<file path="src/sv/sft_pkg.sv">
// ----------------------------------------------------------------------------
// sft_pkg
// Shared types, constants and helpers for the slot focus tracker.
// ----------------------------------------------------------------------------
package sft_pkg;

    localparam int SLOT_COUNT = 16;
    localparam int IDX_W      = (SLOT_COUNT > 1) ? $clog2(SLOT_COUNT) : 1;
    localparam int CNT_W      = $clog2(SLOT_COUNT + 1);

    localparam logic [IDX_W-1:0] LAST_IDX   = IDX_W'(SLOT_COUNT - 1);
    localparam logic [7:0]       SLOT_LIMIT = 8'(SLOT_COUNT);

    typedef logic [IDX_W-1:0]      slot_idx_t;
    typedef logic [SLOT_COUNT-1:0] slot_map_t;
    typedef logic [CNT_W-1:0]      slot_cnt_t;

    typedef enum logic [2:0] {
        CMD_CREATE = 3'd0,
        CMD_NEXT   = 3'd1,
        CMD_PREV   = 3'd2,
        CMD_LAST   = 3'd3,
        CMD_CLOSE  = 3'd4,
        CMD_SWITCH = 3'd5
    } cmd_t;

    typedef enum logic [1:0] {
        ST_IDLE,
        ST_EXEC,
        ST_SCAN,
        ST_FIN
    } state_t;

    // scan request: start a cyclic walk from start, looking for an occupied
    // slot, or a free one when want_free is set
    typedef struct packed {
        logic      go;
        logic      up;
        logic      want_free;
        slot_idx_t start;
    } scan_req_t;

    typedef struct packed {
        logic      done;
        logic      found;
        slot_idx_t slot;
    } scan_rsp_t;

    function automatic slot_idx_t slot_inc(input slot_idx_t s);
        return (s == LAST_IDX) ? '0 : s + 1'b1;
    endfunction

    function automatic slot_idx_t slot_dec(input slot_idx_t s);
        return (s == '0) ? LAST_IDX : s - 1'b1;
    endfunction

endpackage

</file>
<file path="src/sv/sft_scan.sv">
// ----------------------------------------------------------------------------
// sft_scan
// Cyclic slot scanner: tests one slot of the occupancy map per cycle.
// ----------------------------------------------------------------------------
module sft_scan
    import sft_pkg::*;
(
    input  logic      clk,
    input  logic      rst_n,
    input  scan_req_t req,
    input  slot_map_t occ,
    output scan_rsp_t rsp
);

    logic      busy_reg, busy_next;
    slot_idx_t cursor_reg, cursor_next;
    slot_idx_t steps_reg, steps_next;
    logic      up_reg, up_next;
    logic      free_reg, free_next;
    logic      hit;

    always_ff @(posedge clk or negedge rst_n)
    begin
        if (!rst_n)
        begin
            busy_reg <= 1'b0;
        end
        else
        begin
            busy_reg <= busy_next;
        end
    end

    always_ff @(posedge clk)
    begin
        cursor_reg <= cursor_next;
        steps_reg  <= steps_next;
        up_reg     <= up_next;
        free_reg   <= free_next;
    end

    always_comb
    begin
        hit         = busy_reg && (occ[cursor_reg] ^ free_reg);
        rsp.done    = busy_reg && (hit || steps_reg == LAST_IDX);
        rsp.found   = hit;
        rsp.slot    = cursor_reg;
        busy_next   = busy_reg;
        cursor_next = cursor_reg;
        steps_next  = steps_reg;
        up_next     = up_reg;
        free_next   = free_reg;
        if (req.go)
        begin
            busy_next   = 1'b1;
            cursor_next = req.start;
            steps_next  = '0;
            up_next     = req.up;
            free_next   = req.want_free;
        end
        else if (busy_reg)
        begin
            if (rsp.done)
            begin
                busy_next = 1'b0;
            end
            else
            begin
                cursor_next = up_reg ? slot_inc(cursor_reg) : slot_dec(cursor_reg);
                steps_next  = steps_reg + 1'b1;
            end
        end
    end

endmodule

</file>
<file path="src/sv/slot_focus_tracker_unit.sv">
// ----------------------------------------------------------------------------
// slot_focus_tracker_unit
// Occupancy map with active and previous slot tracking, driven by commands.
// ----------------------------------------------------------------------------
// Flow: a command taken in idle is executed, and its result waits in the
// finish state until the output register is free; create, next, previous and
// close of the active slot may first run the scanner over up to SLOT_COUNT slots.
// Throughput: one command at a time; in_ready is high only when idle.
// Reset: all slots free, no active or previous slot, count zero.
module slot_focus_tracker_unit
    import sft_pkg::*;
(
    input  logic        clk,
    input  logic        rst_n,
    input  logic        in_valid,
    output logic        in_ready,
    input  logic [2:0]  command,
    input  logic [7:0]  target_slot,
    input  logic        create_ok,
    output logic        out_valid,
    input  logic        out_ready,
    output logic        done_res,
    output logic [3:0]  event_slot,
    output logic        active_valid,
    output logic [3:0]  active_index,
    output logic        previous_valid,
    output logic [3:0]  previous_index,
    output logic [4:0]  open_count,
    output logic [15:0] occupied_bits
);

    state_t    state_reg, state_next;
    slot_map_t occ_reg, occ_next;
    logic      focus_valid_reg, focus_valid_next;
    slot_idx_t focus_slot_reg, focus_slot_next;
    logic      prior_valid_reg, prior_valid_next;
    slot_idx_t prior_slot_reg, prior_slot_next;
    slot_cnt_t open_reg, open_next;

    cmd_t      cmd_reg, cmd_next;
    logic [7:0] tgt_reg, tgt_next;
    logic      ok_reg, ok_next;
    logic      done_reg, done_next;
    slot_idx_t ev_reg, ev_next;

    logic       out_valid_reg, out_valid_next;
    logic       o_done_reg;
    logic [3:0] o_ev_reg;
    logic       o_av_reg;
    logic [3:0] o_ai_reg;
    logic       o_pv_reg;
    logic [3:0] o_pi_reg;
    logic [4:0] o_cnt_reg;
    logic [15:0] o_occ_reg;
    logic       load_out;

    scan_req_t scan_req;
    scan_rsp_t scan_rsp;

    slot_idx_t tgt_idx;
    logic      tgt_occ;
    logic      prior_occ;

    sft_scan u_scan (
        .clk   (clk),
        .rst_n (rst_n),
        .req   (scan_req),
        .occ   (occ_reg),
        .rsp   (scan_rsp)
    );

    assign tgt_idx   = tgt_reg[IDX_W-1:0];
    assign tgt_occ   = (tgt_reg < SLOT_LIMIT) && occ_reg[tgt_idx];
    assign prior_occ = prior_valid_reg && occ_reg[prior_slot_reg];

    assign in_ready = (state_reg == ST_IDLE);
    assign load_out = (state_reg == ST_FIN) && (!out_valid_reg || out_ready);

    always_ff @(posedge clk or negedge rst_n)
    begin
        if (!rst_n)
        begin
            state_reg       <= ST_IDLE;
            occ_reg         <= '0;
            focus_valid_reg <= 1'b0;
            focus_slot_reg  <= '0;
            prior_valid_reg <= 1'b0;
            prior_slot_reg  <= '0;
            open_reg        <= '0;
            out_valid_reg   <= 1'b0;
        end
        else
        begin
            state_reg       <= state_next;
            occ_reg         <= occ_next;
            focus_valid_reg <= focus_valid_next;
            focus_slot_reg  <= focus_slot_next;
            prior_valid_reg <= prior_valid_next;
            prior_slot_reg  <= prior_slot_next;
            open_reg        <= open_next;
            out_valid_reg   <= out_valid_next;
        end
    end

    always_ff @(posedge clk)
    begin
        cmd_reg  <= cmd_next;
        tgt_reg  <= tgt_next;
        ok_reg   <= ok_next;
        done_reg <= done_next;
        ev_reg   <= ev_next;
        if (load_out)
        begin
            o_done_reg <= done_reg;
            o_ev_reg   <= 4'(ev_reg);
            o_av_reg   <= focus_valid_reg;
            o_ai_reg   <= focus_valid_reg ? 4'(focus_slot_reg) : 4'd0;
            o_pv_reg   <= prior_valid_reg;
            o_pi_reg   <= prior_valid_reg ? 4'(prior_slot_reg) : 4'd0;
            o_cnt_reg  <= 5'(open_reg);
            o_occ_reg  <= 16'(occ_reg);
        end
    end

    always_comb
    begin
        state_next       = state_reg;
        occ_next         = occ_reg;
        focus_valid_next = focus_valid_reg;
        focus_slot_next  = focus_slot_reg;
        prior_valid_next = prior_valid_reg;
        prior_slot_next  = prior_slot_reg;
        open_next        = open_reg;
        cmd_next         = cmd_reg;
        tgt_next         = tgt_reg;
        ok_next          = ok_reg;
        done_next        = done_reg;
        ev_next          = ev_reg;
        scan_req         = '0;
        out_valid_next   = out_valid_reg;

        if (out_valid_reg && out_ready)
        begin
            out_valid_next = 1'b0;
        end

        unique case (state_reg)
            ST_IDLE:
            begin
                if (in_valid)
                begin
                    cmd_next   = cmd_t'(command);
                    tgt_next   = target_slot;
                    ok_next    = create_ok;
                    state_next = ST_EXEC;
                end
            end

            ST_EXEC:
            begin
                done_next  = 1'b0;
                ev_next    = '0;
                state_next = ST_FIN;
                unique case (cmd_reg)
                    CMD_CREATE:
                    begin
                        if (ok_reg)
                        begin
                            scan_req.go        = 1'b1;
                            scan_req.up        = 1'b1;
                            scan_req.want_free = 1'b1;
                            scan_req.start     = '0;
                            state_next         = ST_SCAN;
                        end
                    end
                    CMD_NEXT, CMD_PREV:
                    begin
                        if (open_reg > slot_cnt_t'(1))
                        begin
                            scan_req.go = 1'b1;
                            scan_req.up = (cmd_reg == CMD_NEXT);
                            if (cmd_reg == CMD_NEXT)
                            begin
                                scan_req.start = focus_valid_reg ?
                                                 slot_inc(focus_slot_reg) : '0;
                            end
                            else
                            begin
                                scan_req.start = focus_valid_reg ?
                                                 slot_dec(focus_slot_reg) : LAST_IDX;
                            end
                            state_next = ST_SCAN;
                        end
                    end
                    CMD_LAST:
                    begin
                        if (prior_occ)
                        begin
                            focus_valid_next = 1'b1;
                            focus_slot_next  = prior_slot_reg;
                            prior_valid_next = focus_valid_reg;
                            prior_slot_next  = focus_valid_reg ? focus_slot_reg : '0;
                            done_next        = 1'b1;
                        end
                    end
                    CMD_CLOSE:
                    begin
                        if (tgt_occ)
                        begin
                            occ_next[tgt_idx] = 1'b0;
                            open_next         = open_reg - 1'b1;
                            ev_next           = tgt_idx;
                            done_next         = 1'b1;
                            if (open_reg == slot_cnt_t'(1))
                            begin
                                focus_valid_next = 1'b0;
                                focus_slot_next  = '0;
                            end
                            else if (focus_valid_reg && focus_slot_reg == tgt_idx)
                            begin
                                // previous slot wins if it survives the close
                                if (prior_occ && prior_slot_reg != tgt_idx)
                                begin
                                    focus_slot_next = prior_slot_reg;
                                end
                                else
                                begin
                                    scan_req.go    = 1'b1;
                                    scan_req.up    = 1'b1;
                                    scan_req.start = slot_inc(tgt_idx);
                                    state_next     = ST_SCAN;
                                end
                            end
                        end
                    end
                    CMD_SWITCH:
                    begin
                        if (tgt_occ)
                        begin
                            prior_valid_next = focus_valid_reg;
                            prior_slot_next  = focus_slot_reg;
                            focus_valid_next = 1'b1;
                            focus_slot_next  = tgt_idx;
                            done_next        = 1'b1;
                        end
                    end
                    default:
                    begin
                    end
                endcase
            end

            ST_SCAN:
            begin
                if (scan_rsp.done)
                begin
                    state_next = ST_FIN;
                    if (cmd_reg == CMD_CLOSE)
                    begin
                        focus_slot_next = scan_rsp.slot;
                    end
                    else if (cmd_reg != CMD_CREATE || scan_rsp.found)
                    begin
                        prior_valid_next = focus_valid_reg;
                        prior_slot_next  = focus_slot_reg;
                        focus_valid_next = 1'b1;
                        focus_slot_next  = scan_rsp.slot;
                        done_next        = 1'b1;
                        if (cmd_reg == CMD_CREATE)
                        begin
                            occ_next[scan_rsp.slot] = 1'b1;
                            open_next               = open_reg + 1'b1;
                            ev_next                 = scan_rsp.slot;
                        end
                    end
                end
            end

            ST_FIN:
            begin
                if (load_out)
                begin
                    out_valid_next = 1'b1;
                    state_next     = ST_IDLE;
                end
            end

            default:
            begin
                state_next = ST_IDLE;
            end
        endcase
    end

    assign out_valid      = out_valid_reg;
    assign done_res       = o_done_reg;
    assign event_slot     = o_ev_reg;
    assign active_valid   = o_av_reg;
    assign active_index   = o_ai_reg;
    assign previous_valid = o_pv_reg;
    assign previous_index = o_pi_reg;
    assign open_count     = o_cnt_reg;
    assign occupied_bits  = o_occ_reg;

    // count tracks the map
    a_count_matches: assert property (@(posedge clk) disable iff (!rst_n)
        int'(open_reg) == $countones(occ_reg))
        else $error("open count disagrees with occupancy map");

    // an active slot is always an occupied one between commands
    a_focus_occupied: assert property (@(posedge clk) disable iff (!rst_n)
        (state_reg == ST_IDLE && focus_valid_reg) |-> occ_reg[focus_slot_reg])
        else $error("active slot is not occupied");

    // a successful create leaves focus on the slot it took
    a_create_focus: assert property (@(posedge clk) disable iff (!rst_n)
        (state_reg == ST_FIN && done_reg && cmd_reg == CMD_CREATE) |->
            (occ_reg[ev_reg] && focus_valid_reg && focus_slot_reg == ev_reg))
        else $error("create did not focus the allocated slot");

    // the scanner is never restarted mid-walk
    a_scan_idle_start: assert property (@(posedge clk) disable iff (!rst_n)
        scan_req.go |-> (state_reg == ST_EXEC && !scan_rsp.done))
        else $error("scan started while scanner busy");

endmodule
</file>
<file path="config.mk">
export PLATFORM = sky130hd
export DESIGN_NAME = slot_focus_tracker_unit
export DESIGN_NICKNAME = d
export VERILOG_FILES = /design/src/sv/sft_pkg.sv /design/src/sv/sft_scan.sv /design/src/sv/slot_focus_tracker_unit.sv
export SDC_FILE = /design/constraint.sdc
export NUM_CORES = 1
export LEC_CHECK = 0
export ABC_AREA = 1
export ABC_CLOCK_PERIOD_IN_PS = 3500
export BUFFER_PORTS_ARGS = -buffer_cell sky130_fd_sc_hd__buf_4
export CAP_MARGIN = 20
export CORE_MARGIN = 3
export CORE_UTILIZATION = 60
export DETAILED_ROUTE_END_ITERATION = 12
export GPL_TIMING_DRIVEN = 0
export HOLD_SLACK_MARGIN = 0.05
export PLACE_DENSITY = 0.92
export SYNTH_ARGS = -nofsm -noshare
export SYNTH_HDL_FRONTEND = slang
export SYNTH_HIERARCHICAL = 1
export SYNTH_SLANG_ARGS = --single-unit
</file>
<file path="constraint.sdc">
create_clock -name clk -period 3.5 [get_ports clk]
set_clock_uncertainty 0.1 [all_clocks]
set_input_delay 0.175 -clock clk [delete_from_list [all_inputs] [get_ports clk]]
set_output_delay 0.175 -clock clk [all_outputs]
set_load 0.01 [all_outputs]
</file>
; Word level (Yosys, flattened, before mapping)
; Index checks and enable logic that the tools add are counted.
[totals]
out_inout_bits = 38
word_cells = 227
regBits = 98
in_bits = 16
[classes]
mux = 114
addsub = 8
n_bitwise = 5
n_reduce_logical = 34
n_lt_le_gt_ge = 7
n_eq_ne = 33
[ops]
columns = operator, n
row1 = $mux 4, 38
row2 = $mux 16, 6
row3 = $mux 1, 32
row4 = $pmux 16 s2, 1
row5 = $pmux 4 s2, 4
row6 = $mux 5, 6
row7 = $pmux 4 s3, 2
row8 = $ne 2x2->1 const B, 9
row9 = $reduce_and 9->1, 2
row10 = $add 4x1->4 const B, 4
row11 = $and 16x16->16, 1
row12 = $eq 4x4->1 const B, 4
row13 = $mux 2, 8
row14 = $not 16->16, 1
row15 = $or 16x16->16, 1
row16 = $lt 4x5->1 const B, 3
row17 = $ne 3x3->1 const B, 5
row18 = $mux 7, 2
row19 = $reduce_and 7->1, 2
row20 = $bmux 1 s4, 3
row21 = $logic_and 1x1->1, 10
row22 = $pmux 1 s2, 5
row23 = $pmux 5 s2, 1
row24 = $demux 1 s4, 2
row25 = other kinds (34), 49

; Depth between registers and ports, before layout
; Gate-level depths: netlist (run 1).
[logic_depth]
ltp_word = 12
ltp_mapped = 22
depth_no_buf = 18

; Modules after synthesis
; Netlist (run 1), hierarchy kept.
[modules_own_cells]
columns = module, cells_per_inst, instances, area_per_inst_um2, seq_area_each_um2
row1 = slot_focus_tracker_unit, 586, 1, 5043.6, 2442.3
row2 = sft_scan, 127, 1, 885.8, 285.3

; Worst setup path after synthesis (run 1)
; Ideal clock, no wire load.
[synth_path]
kind = register to register
start = reg tgt_reg[1]
end = reg u_scan.cursor_reg[0] (enable)
t_required_ps = 3090
t_arrival_ps = 2313
slack_ps = 777
setup_ps = 310
n_path_buf = 1
path_stages_with_launch = 11
synth_period_minus_slack_ps = 2723
path_cell_list = edfxtp_1 > buf_4 > inv_2 > o211ai_1 > nor2_1 > nand3_1 > nor3_2 > nand3_1 > a21oi_1 > clkinv_1 > nand2_1
[synth_lines]
columns = item, line
row1 = "start, declared", slot_focus_tracker_unit.sv:41  ; logic [7:0] tgt_reg, tgt_next;
row2 = "start signal, assigned", slot_focus_tracker_unit.sv:108  ; tgt_reg <= tgt_next;
row3 = "end signal, assigned", sft_scan.sv:36  ; cursor_reg <= cursor_next;
row4 = "end, declared", sft_scan.sv:16  ; slot_idx_t cursor_reg, cursor_next;

==> results of run 1 <==
power breakdown:
part,internal (mW),switching (mW)
logic,1.05,1.90
clock network,0.349,0.412
registers,1.75,0.288
total,3.15,2.60
through the flow:
| step | setup slack (ns) | instances |
|---|---|---|
| 2_1_floorplan | 0.777 | 713 |
| 3_3_place_gp | 0.124 | 895 |
| 6_report | 0.255 | 926 |
| 3_5_place_dp | 0.143 | 896 |
| 4_1_cts | 0.107 | 926 |
| 5_1_grt | 0.0396 | 926 |
synth_stat cells (2+ instances only):
cell type	instances	area [um^2]
nand2_1	197	739
inv_1	85	319
o21ai_0	72	360
edfxtp_1	59	1770
nand3_1	56	280
dfrtp_1	35	876
nor2_1	29	109
o21ai_2	19	166
ha_1	17	213
nand2_2	15	93.8
a21oi_1	12	60.1
xor2_1	12	105
nand4_1	10	62.6
buf_2	7	35.0
nor2_2	7	43.8
inv_2	6	22.5
xnor2_1	6	52.6
buf_4	5	37.5
clkbuf_1	5	18.8
o21ai_1	5	25.0
dfxtp_1	4	80.1
o211ai_1	4	30.0
o22ai_1	4	25.0
a31oi_1	3	18.8
buf_6	3	33.8
nand3_2	3	30.0
nor3_1	3	15.0
o32ai_1	3	26.3
a211oi_1	2	15.0
buf_1	2	7.51
buf_12	2	40.0
buf_8	2	30.0
clkinv_1	2	7.51
nand2_4	2	22.5
nor3_2	2	20.0
o311ai_0	2	17.5
or2_2	2	12.5
worst paths after layout:
check / cells after the start / slack (ns) / to / startpoint
worst max-delay path: 20 / 0.26 / occ_reg[9] / u_scan/cursor_reg[0]
worst max register to register: 20 / 0.26 / occ_reg[9] / u_scan/cursor_reg[0]
min in group clk: 4 / 0.22 / state_reg[1] / in_valid
worst min-delay path: 2 / 0.20 / focus_valid_reg / rst_n
max in group asynchronous: 2 / 2.72 / occ_reg[11] / rst_n
worst min register to register: 0 / 0.32 / event_slot[3] / ev_reg[3]
layer usage:
layer | track usage | vias up | wire length, um
met2 | 0.500 | 322 | 7820
li1 | - | 2518 | -
met5 | 0 | - | 0
met4 | 0.138 | 0 | 708
met3 | 0.0496 | 59 | 1460
met1 | 0.386 | 2456 | 6220
layout make-up:
| cell class | count | area (um^2) | area share |
|---|---|---|---|
| Timing Repair Buffer | 68 | 558 | 0.0813 |
| Inverter | 95 | 364 | 0.0530 |
| Tap cell | 129 | 161 | 0.0235 |
| Clock buffer | 12 | 178 | 0.0259 |
| Clock inverter | 4 | 28.8 | 0.00419 |
| Buffer | 26 | 203 | 0.0295 |
| Sequential cell | 98 | 2730 | 0.397 |
| Multi-Input combinational cell | 494 | 2650 | 0.385 |
worst max-delay path, cell delays in order (launching register included):
cell and delay [ns]:
edfxtp_1 0.49, buf_6 0.19, inv_4 0.06, buf_8 0.13
nand2_1 0.05, nand2_1 0.07, nand2_1 0.05, nand3_1 0.07
nand3_1 0.11, nand3_1 0.13, nand2_2 0.14, a21oi_1 0.21
nor2_1 0.13, nor4_4 0.39, o21ai_2 0.18, nor2_4 0.13
nand2_4 0.10, inv_6 0.14, buf_8 0.17, nand2_2 0.06
o21ai_2 0.05
repair_timing:
| item | CTS | global route |
|---|---|---|
| hold buffers | 14 | 0 |
| setup endpoints to repair | 0 | 7 |
| hold endpoints to repair | 48 | 0 |
| resized for setup | 0 | 1 |
cells by family after synthesis:
kind of cell | synth area share
compound gates | 0.131
flops | 0.460
xor+xnor | 0.0266
fa+ha+maj | 0.0359
buf+inv | 0.0956
simple gates | 0.251
cell usage in the layout (no fill, tap or decap), drive strengths merged, types with 2 or more instances in the layout:
cell type / instances
nand2: 214
o21ai: 97
inv: 95
buf: 75
nand3: 60
edfxtp: 59
nor2: 37
dfrtp: 35
ha: 17
clkbuf: 17
dlygate4sd3: 14
xor2: 12
a21oi: 12
nand4: 10
xnor2: 6
nor3: 5
o211ai: 4
o22ai: 4
dfxtp: 4
clkinv: 4
o32ai: 3
a31oi: 3
or2: 2
o311ai: 2
a211oi: 2
==> summary.txt, run 1 <==
Lkg Pwr: 3.11 nW
yosys warns: 6
Iter 0 DRT Violations: 425
final setup vio count: 0
worst vdd rail ir drop: 0.748 mV
Initial Util: 0.630
Max Freq: 308 MHz
fin crit period: 3.24 ns
via density per instance: 5.78
Slew Limit Fails: 0
largest net degree at the start of global routing: 36
WL final: 16200 um
core area: 9420 um^2
critical path class: reg -> reg
CP required: 3.69 ns
clock transition at the registers of the reported paths: 0.10 ns
DIE AREA: 11100 um^2
Post-synth EDFFs: 59
worst-path fanout max: 11
Syn Inst Count: 713
Routed Antenna Nets: 0
Critical Path AT: 3.44 ns
fin nets: 825
number of global-route vias before repair: 5197
share of cells above drive strength 1: 0.191
Root Driver: clkbuf_8
RSZ-0062 raised after global routing: false
Synth cell types: 46
grt ovf: 0
post-synthesis async set-or-reset flop share: 0.357
initial antenna violation count: 0
vias post-DR: 5355
H-tree levels: 3
status: finished, final reports clean
crit start category: register
first-pass GRT wire length: 26200 um
Post-Route Setup TNS: 0 ns
Inserted Clock Buffers: 9
Max-Cap Viols: 0
Post-DP HPWL: 11600 um
DRC Markers: 0
CTS tree: built
Design Power: 5.76 mW
sequential fraction of the synthesis area: 0.460
Top FF cell, synth: edfxtp_1
final core area utilization: 0.729
Max Buffers Root-to-Sink: 2
Routed wire per std cell: 17.5 um
Worst Tran Pin Value: 0.735 ns
synthesized flop and latch total: 98
Final Hold Fails: 0
Final GP Congestion: 0.931
n_diodes: 0
GRT Util Overall: 0.301
die height: 105 um
Critical Path End Type: register
clk sink count: 98
Port Buffers: 53
clock latency at the later pin of the worst-skew pair: 0.37 ns
Power per Cell Area: 838 nW/um^2
final period utilization: 0.927
Min Hold Slack: 0.204 ns
drt pass-1 iters: 8
area grow syn2layout: 15.8%
Area after DPL: 6520 um^2
HP Class: in -> async
Post CTS Setup Buffer Count: 0
fin area: 6870 um^2
Syn Nets: 746
worst rel slew slack: 0.506
chip width: 105 um
post-synthesis cell area: 5930 um^2
filler instances: 703
num rows: 35
total I/O pin count: 54
Avg Cell Area, Syn: 8.32 um^2
(Power assumes the default switching activity.)
==> run 2, diff against run 1 <==
--- a/config.mk
+++ b/config.mk
@@ -14,6 +14,7 @@
 export DETAILED_ROUTE_END_ITERATION = 12
 export GPL_TIMING_DRIVEN = 0
 export HOLD_SLACK_MARGIN = 0.05
+export MAX_ROUTING_LAYER = met4
 export PLACE_DENSITY = 0.92
 export SYNTH_ARGS = -nofsm -noshare
 export SYNTH_HDL_FRONTEND = slang
==> summary.txt, run 2 (synthesis gave the netlist of run 1 again) <==
worst rel slew slack: 0.542 (+0.0362)
Design Power: 5.68 mW (-1.3%)
RSZ-0062 raised after global routing: false
most common cell after layout, fill and taps aside: nand2_1
clk sink count: 98 (unchanged)
fin crit period: 3.23 ns (-0.0137 ns)
clock transition at the registers of the reported paths: 0.11 ns (about the same)
final period utilization: 0.923 (-0.00390)
Post-Route Setup TNS: 0 ns (unchanged)
final setup vio count: 0 (unchanged)
most frequent cells in the layout: nand2_1, inv_1, o21ai_0
total I/O pin count: 54 (unchanged)
die height: 105 um (unchanged)
Initial Util: 0.630 (unchanged)
Routed wire per std cell: 17.5 um (about the same)
fin area: 6840 um^2 (-0.44%)
HP Class: in -> async
Final GP Congestion: 0.939 (+0.87%)
Area after DPL: 6520 um^2 (unchanged)
initial antenna violation count: 0 (unchanged)
Critical Path AT: 3.19 ns (-0.25 ns)
Worst Tran Pin Value: 0.681 ns (-0.0539 ns)
area grow syn2layout: 15.3%
WL final: 16200 um (about the same)
chip width: 105 um (unchanged)
setup ws final: 0.269 ns (+0.0137 ns)
vias post-DR: 5238 (-2.2%)
CP required: 3.46 ns (-0.23 ns)
Root Driver: clkbuf_8
Post-Place Setup Slack: 0.107 ns (-0.0361 ns)
Routed Antenna Nets: 0 (unchanged)
Iter 0 DRT Violations: 454 (+6.8%)
Max Buffers Root-to-Sink: 2 (unchanged)
Port Buffers: 53 (unchanged)
CTS tree: built
critical path class: reg -> reg
Lkg Pwr: 3.09 nW (-0.47%)
Slew Limit Fails: 0 (unchanged)
Max Freq: 309 MHz (+0.42%)
number of global-route vias before repair: 5246 (+0.94%)
DIE AREA: 11100 um^2 (unchanged)
worst-path fanout max: 9 (-2)
status: finished, final reports clean
first-pass GRT wire length: 26500 um (+1.1%)
Post-DP HPWL: 11700 um (+0.96%)
GRT Util Overall: 0.312 (+0.0107)
via density per instance: 5.66 (-2.2%)
clock latency at the later pin of the worst-skew pair: 0.37 ns (about the same)
share of cells above drive strength 1: 0.191 (unchanged)
num rows: 35 (unchanged)
Final Hold Fails: 0 (unchanged)
crit start category: register
fin nets: 825 (unchanged)
core area: 9420 um^2 (unchanged)
grt ovf: 0 (unchanged)
largest net degree at the start of global routing: 36 (unchanged)
Power per Cell Area: 831 nW/um^2 (-0.85%)
Critical Path End Type: register
Max-Cap Viols: 0 (unchanged)
DRC Markers: 0 (unchanged)
drt pass-1 iters: 5 (-3)
H-tree levels: 3 (unchanged)
Post CTS Setup Buffer Count: 0 (unchanged)
worst vdd rail ir drop: 0.697 mV (-6.8%)
n_diodes: 0 (unchanged)
Inserted Clock Buffers: 9 (unchanged)
run 2: cell types whose count changed in the layout (fill, tap and decap cells not counted), sizes merged:
cell / previous run / this run
clkbuf: 17 / 15
clkinv: 4 / 5
inv: 95 / 96
run 2: through the flow:
stage / hold slack (ns) / util / instances
after global routing: 0.223 / 0.726 / 926
after CTS: 0.183 / 0.726 / 926
after floorplan: -0.221 / - / 713
after global placement: 0.0803 / 0.689 / 895
final: 0.199 / 0.726 / 926
after detailed placement: 0.0809 / 0.692 / 896
run 2: power breakdown:
group | internal (mW) | switching (mW)
Combinational | 1.05 | 1.91
Clock | 0.268 | 0.415
Sequential | 1.75 | 0.284
Total | 3.07 | 2.61
run 2: worst paths after layout:
path                             from                    to  slack [ns]  cells after the start
setup / recovery           tgt_reg[1]  u_scan/cursor_reg[3]        0.27                     12
hold / removal                  rst_n          state_reg[0]        0.20                      2
setup reg to reg           tgt_reg[1]  u_scan/cursor_reg[3]        0.27                     12
hold reg to reg             ev_reg[0]         event_slot[0]        0.32                      0
max in group asynchronous       rst_n           occ_reg[10]        2.72                      2
min in group clk             in_valid          state_reg[1]        0.24                      4
run 2: critical path, stage by stage, from the launching register on:
cell and delay (ns):
edfxtp_1 0.45, buf_4 0.21, inv_2 0.18, nand3_1 0.10
nand2_1 0.09, nand2_1 0.07, nand2_2 0.12, nor2_1 0.07
nor3_2 0.23, nand3_1 0.22, a21oi_2 0.42, clkinv_1 0.39
nand2_1 0.28
run 2: layout make-up:
cell class	count	area, um^2
Buffer	26	203
Clock buffer	10	128
Multi-Input combinational cell	494	2650
Clock inverter	6	48.8
Tap cell	129	161
Sequential cell	98	2730
Timing Repair Buffer	68	558
Fill cell	733	2580
Inverter	95	364
run 2: what timing repair did:
action / CTS / global route
setup endpoints to repair: 0 / 9
gates resized for setup: 0 / 1
endpoints found under the hold margin: 48 / 0
hold buffers: 14 / 0
run 2: metal layers:
metal,GRT usage,wire (um)
met4,0.131,586
met3,0.0459,1040
met5,-,0
met2,0.512,7960
met1,0.387,6620
==> run 3, diff against run 2 <==
--- a/config.mk
+++ b/config.mk
@@ -5,12 +5,11 @@
 export SDC_FILE = /design/constraint.sdc
 export NUM_CORES = 1
 export LEC_CHECK = 0
-export ABC_AREA = 1
 export ABC_CLOCK_PERIOD_IN_PS = 3500
 export BUFFER_PORTS_ARGS = -buffer_cell sky130_fd_sc_hd__buf_4
 export CAP_MARGIN = 20
 export CORE_MARGIN = 3
-export CORE_UTILIZATION = 60
+export CORE_UTILIZATION = 59
 export DETAILED_ROUTE_END_ITERATION = 12
 export GPL_TIMING_DRIVEN = 0
 export HOLD_SLACK_MARGIN = 0.05
==> summary.txt, run 3 <==
status: finished, final reports clean
Comb pwr share: 0.018 (-0.503)
worst vdd rail ir drop: 0.251 mV (-64%)
post-synthesis cell area: 5330 um^2 (-10%)
Switching Share: 0.225 (-0.235)
final period utilization: 0.967 (+0.0443)
Crit. path cell count: 13 (+1)
die height: 101 um (-4.2%)
family with the most delay on the worst path: compound AO/OA/AOI/OAI gates
WL final: 13900 um (-14%)
share of cells above drive strength 1: 0.223 (+0.0321)
Iter 0 DRT Violations: 357 (-21%)
Power per Cell Area: 304 nW/um^2 (-63%)
sequential fraction of the synthesis area: 0.512 (+0.0520)
Max-Cap Viols: 0 (unchanged)
fin crit period: 3.39 ns (+0.155 ns)
Final GP Congestion: 0.917 (-2.4%)
Synth cell types: 67 (+46%)
FF-to-FF path depth: 13 (+1)
most area-hungry cell type in the Yosys netlist: edfxtp_1
yosys warns: 6 (unchanged)
Root Driver: clkbuf_8
clock transition at the registers of the reported paths: 0.10 ns (about the same)
largest net degree at the start of global routing: 37 (+2.8%)
synth cell count leaders: edfxtp_1, nand2_1, dfrtp_1, nor2_1, a21oi_1
fin nets: 607 (-26%)
Initial Util: 0.608 (-0.0218)
post-synthesis async set-or-reset flop share: 0.357 (unchanged)
Lkg Pwr: 2.66 nW (-14%)
Critical Path End Type: register
HP Class: in -> reg
num rows: 34 (-2.9%)
final setup vio count: 0 (unchanged)
Max Freq: 295 MHz (-4.6%)
number of global-route vias before repair: 4188 (-20%)
hold depth: 5
total I/O pin count: 54 (unchanged)
DIE AREA: 10200 um^2 (-8.1%)
Routed Antenna Nets: 0 (unchanged)
worst-path fanout max: 7 (-2)
Worst Tran Pin Value: 0.941 ns (+0.259 ns)
cell mode on critical path: buf_6
area grow syn2layout: 19.8%
Int Pwr: 1.51 mW (-51%)
synth top area cells: edfxtp_1, dfrtp_1, ha_1
sum of buffers and inverters on the critical path: 3 (unchanged)
first-pass GRT wire length: 21800 um (-18%)
grt ovf: 0 (unchanged)
CTS tree: built
Avg Cell Area, Syn: 11.0 um^2 (+32%)
P_sw: 0.437 mW (-83%)
Min Hold Slack: 0.112 ns (-0.0869 ns)
Syn Inst Count: 485 (-32%)
multi-input combinational cell area: 2460 um^2 (-7.2%)
clock latency at the later pin of the worst-skew pair: 0.37 ns (about the same)
CP required: 3.65 ns (+0.19 ns)
most frequent cell after synthesis: edfxtp_1
Slew Limit Fails: 0 (unchanged)
vias post-DR: 4257 (-19%)
Port Buffers: 53 (unchanged)
Clock Power Share: 0.356 (+0.236)
Post-DP HPWL: 9540 um (-18%)
core area: 8760 um^2 (-6.9%)
H-tree levels: 3 (unchanged)
Inserted Clock Buffers: 9 (unchanged)
Top FF cell, synth: edfxtp_1
sequential fraction of design power: 0.626 (+0.268)
clk sink count: 98 (unchanged)
share of the synthesized area in the top cell type: 0.333 (+0.0338)
Max Buffers Root-to-Sink: 2 (unchanged)
Critical Path AT: 3.54 ns (+0.35 ns)
Final Hold Fails: 0 (unchanged)
RSZ-0062 raised after global routing: false
critical path class: reg -> reg
Post-synth EDFFs: 59 (unchanged)
crit start category: register
cell at the slowest stage of the critical path: mux4_2
Routed wire per std cell: 20.2 um (+15%)
filler instances: 612 (-17%)
CP cell instances: buf_6 > mux4_2 > a22oi_2 > a21oi_4 > or2_4 > and2_4 > buf_4 > nor2b_4 > o21a_1 > a21oi_2 > a31o_1 > buf_6 > mux2_1
n_diodes: 0 (unchanged)
most frequent cells in the layout: buf_4, edfxtp_1, nand2_1
initial antenna violation count: 0 (unchanged)
most common cell after layout, fill and taps aside: buf_4
synthesized flop and latch total: 98 (unchanged)
drt pass-1 iters: 5 (unchanged)
chip width: 101 um (-4.2%)
via density per instance: 6.20 (+9.5%)
Largest stage delay, worst path: 0.53 ns (+0.08 ns)
worst rel slew slack: 0.371 (-0.172)
DRC Markers: 0 (unchanged)
fin cells: 687 (-26%)
GRT Util Overall: 0.287 (-0.0244)
Syn Nets: 518 (-31%)
placed cells: 646 (-28%)
storage element area: 2730 um^2 (unchanged)
-- run 3: cell types whose count changed in the layout (fill, tap and decap cells not counted), moves of 11 or more --
cell	previous run	this run
clkbuf_1	6	17
a21oi_1	11	25
inv_1	85	27
nand3_1	56	14
nand2_2	15	0
mux2i_1	0	15
o21ai_0	72	18
o21ai_2	19	0
nand2_1	197	44
-- run 3: layer usage --
metal / wire length, um / up-vias / track usage
met5: 0 / - / -
met4: 338 / 0 / 0.0910
met3: 982 / 32 / 0.0436
met2: 6770 / 204 / 0.469
met1: 5790 / 2078 / 0.371
li1: - / 1943 / -
-- run 3: path summary, 6_finish.rpt --
check,endpoint,slack [ns],start
setup / recovery,prior_valid_reg,0.11,u_scan/cursor_reg[3]
hold / removal,state_reg[1],0.11,in_valid
setup reg to reg,prior_valid_reg,0.11,u_scan/cursor_reg[3]
hold reg to reg,event_slot[3],0.33,ev_reg[3]
max in group asynchronous,u_scan/busy_reg,2.73,rst_n
min in group asynchronous,occ_reg[10],0.20,rst_n
-- run 3: through the flow --
stage	worst slack (ns)	area [um^2]	util	total power [mW]	TNS (ns)
3_3_place_gp	-0.403	5860	0.669	1.26	-7.90
5_1_grt	0.00993	6380	0.728	1.99	0
6_report	0.114	6380	0.728	1.94	0
4_1_cts	0.00957	6270	0.716	1.95	0
2_1_floorplan	0.196	5330	-	1.24	0
3_5_place_dp	-0.454	5860	0.669	1.26	-9.86
-- run 3: cell families after synthesis --
family,count (synthesis),synth area share
adder cells (fa/ha/maj),17,0.0399
AO/OA/AOI/OAI,110,0.143
flip-flops,98,0.512
AND/OR/NAND/NOR,155,0.147
XOR/XNOR,20,0.0329
buffers and inverters,55,0.0460
multiplexers,30,0.0782
-- run 3: layout make-up --
type / instances / area share
Clock buffer: 9 / 0.0194
Inverter: 27 / 0.0159
Tap cell: 108 / 0.0212
Timing Repair Buffer: 79 / 0.0986
Clock inverter: 7 / 0.00882
Buffer: 27 / 0.0239
Multi-Input combinational cell: 332 / 0.385
Sequential cell: 98 / 0.427
-- run 3: repair_timing --
item | CTS | global route
endpoints found under the setup margin | 38 | 33
endpoints found under the hold margin | 48 | 0
buffers inserted | 5 | 6
gates resized for setup | 11 | 15
hold buffers | 14 | 0
pin swaps | 2 | 8
-- run 3: power groups by stage --
stage               registers (mW)  clock network [mW]  logic, mW
floorplan                     1.24                   0   0.000501
finish                        1.22               0.692     0.0347
global placement              1.24                   0     0.0213
CTS                           1.22               0.697     0.0344
global route                  1.22               0.740     0.0380
detailed placement            1.24                   0     0.0219
-- run 3: worst reg2reg max path: cells and delay by family (launching register included) --
family                 cells  cell delay, ns
AO/OA/AOI/OAI              5            0.94
multiplexers               2            0.86
AND/OR/NAND/NOR            3            0.56
buffers and inverters      3            0.42
flip-flops                 1            0.40
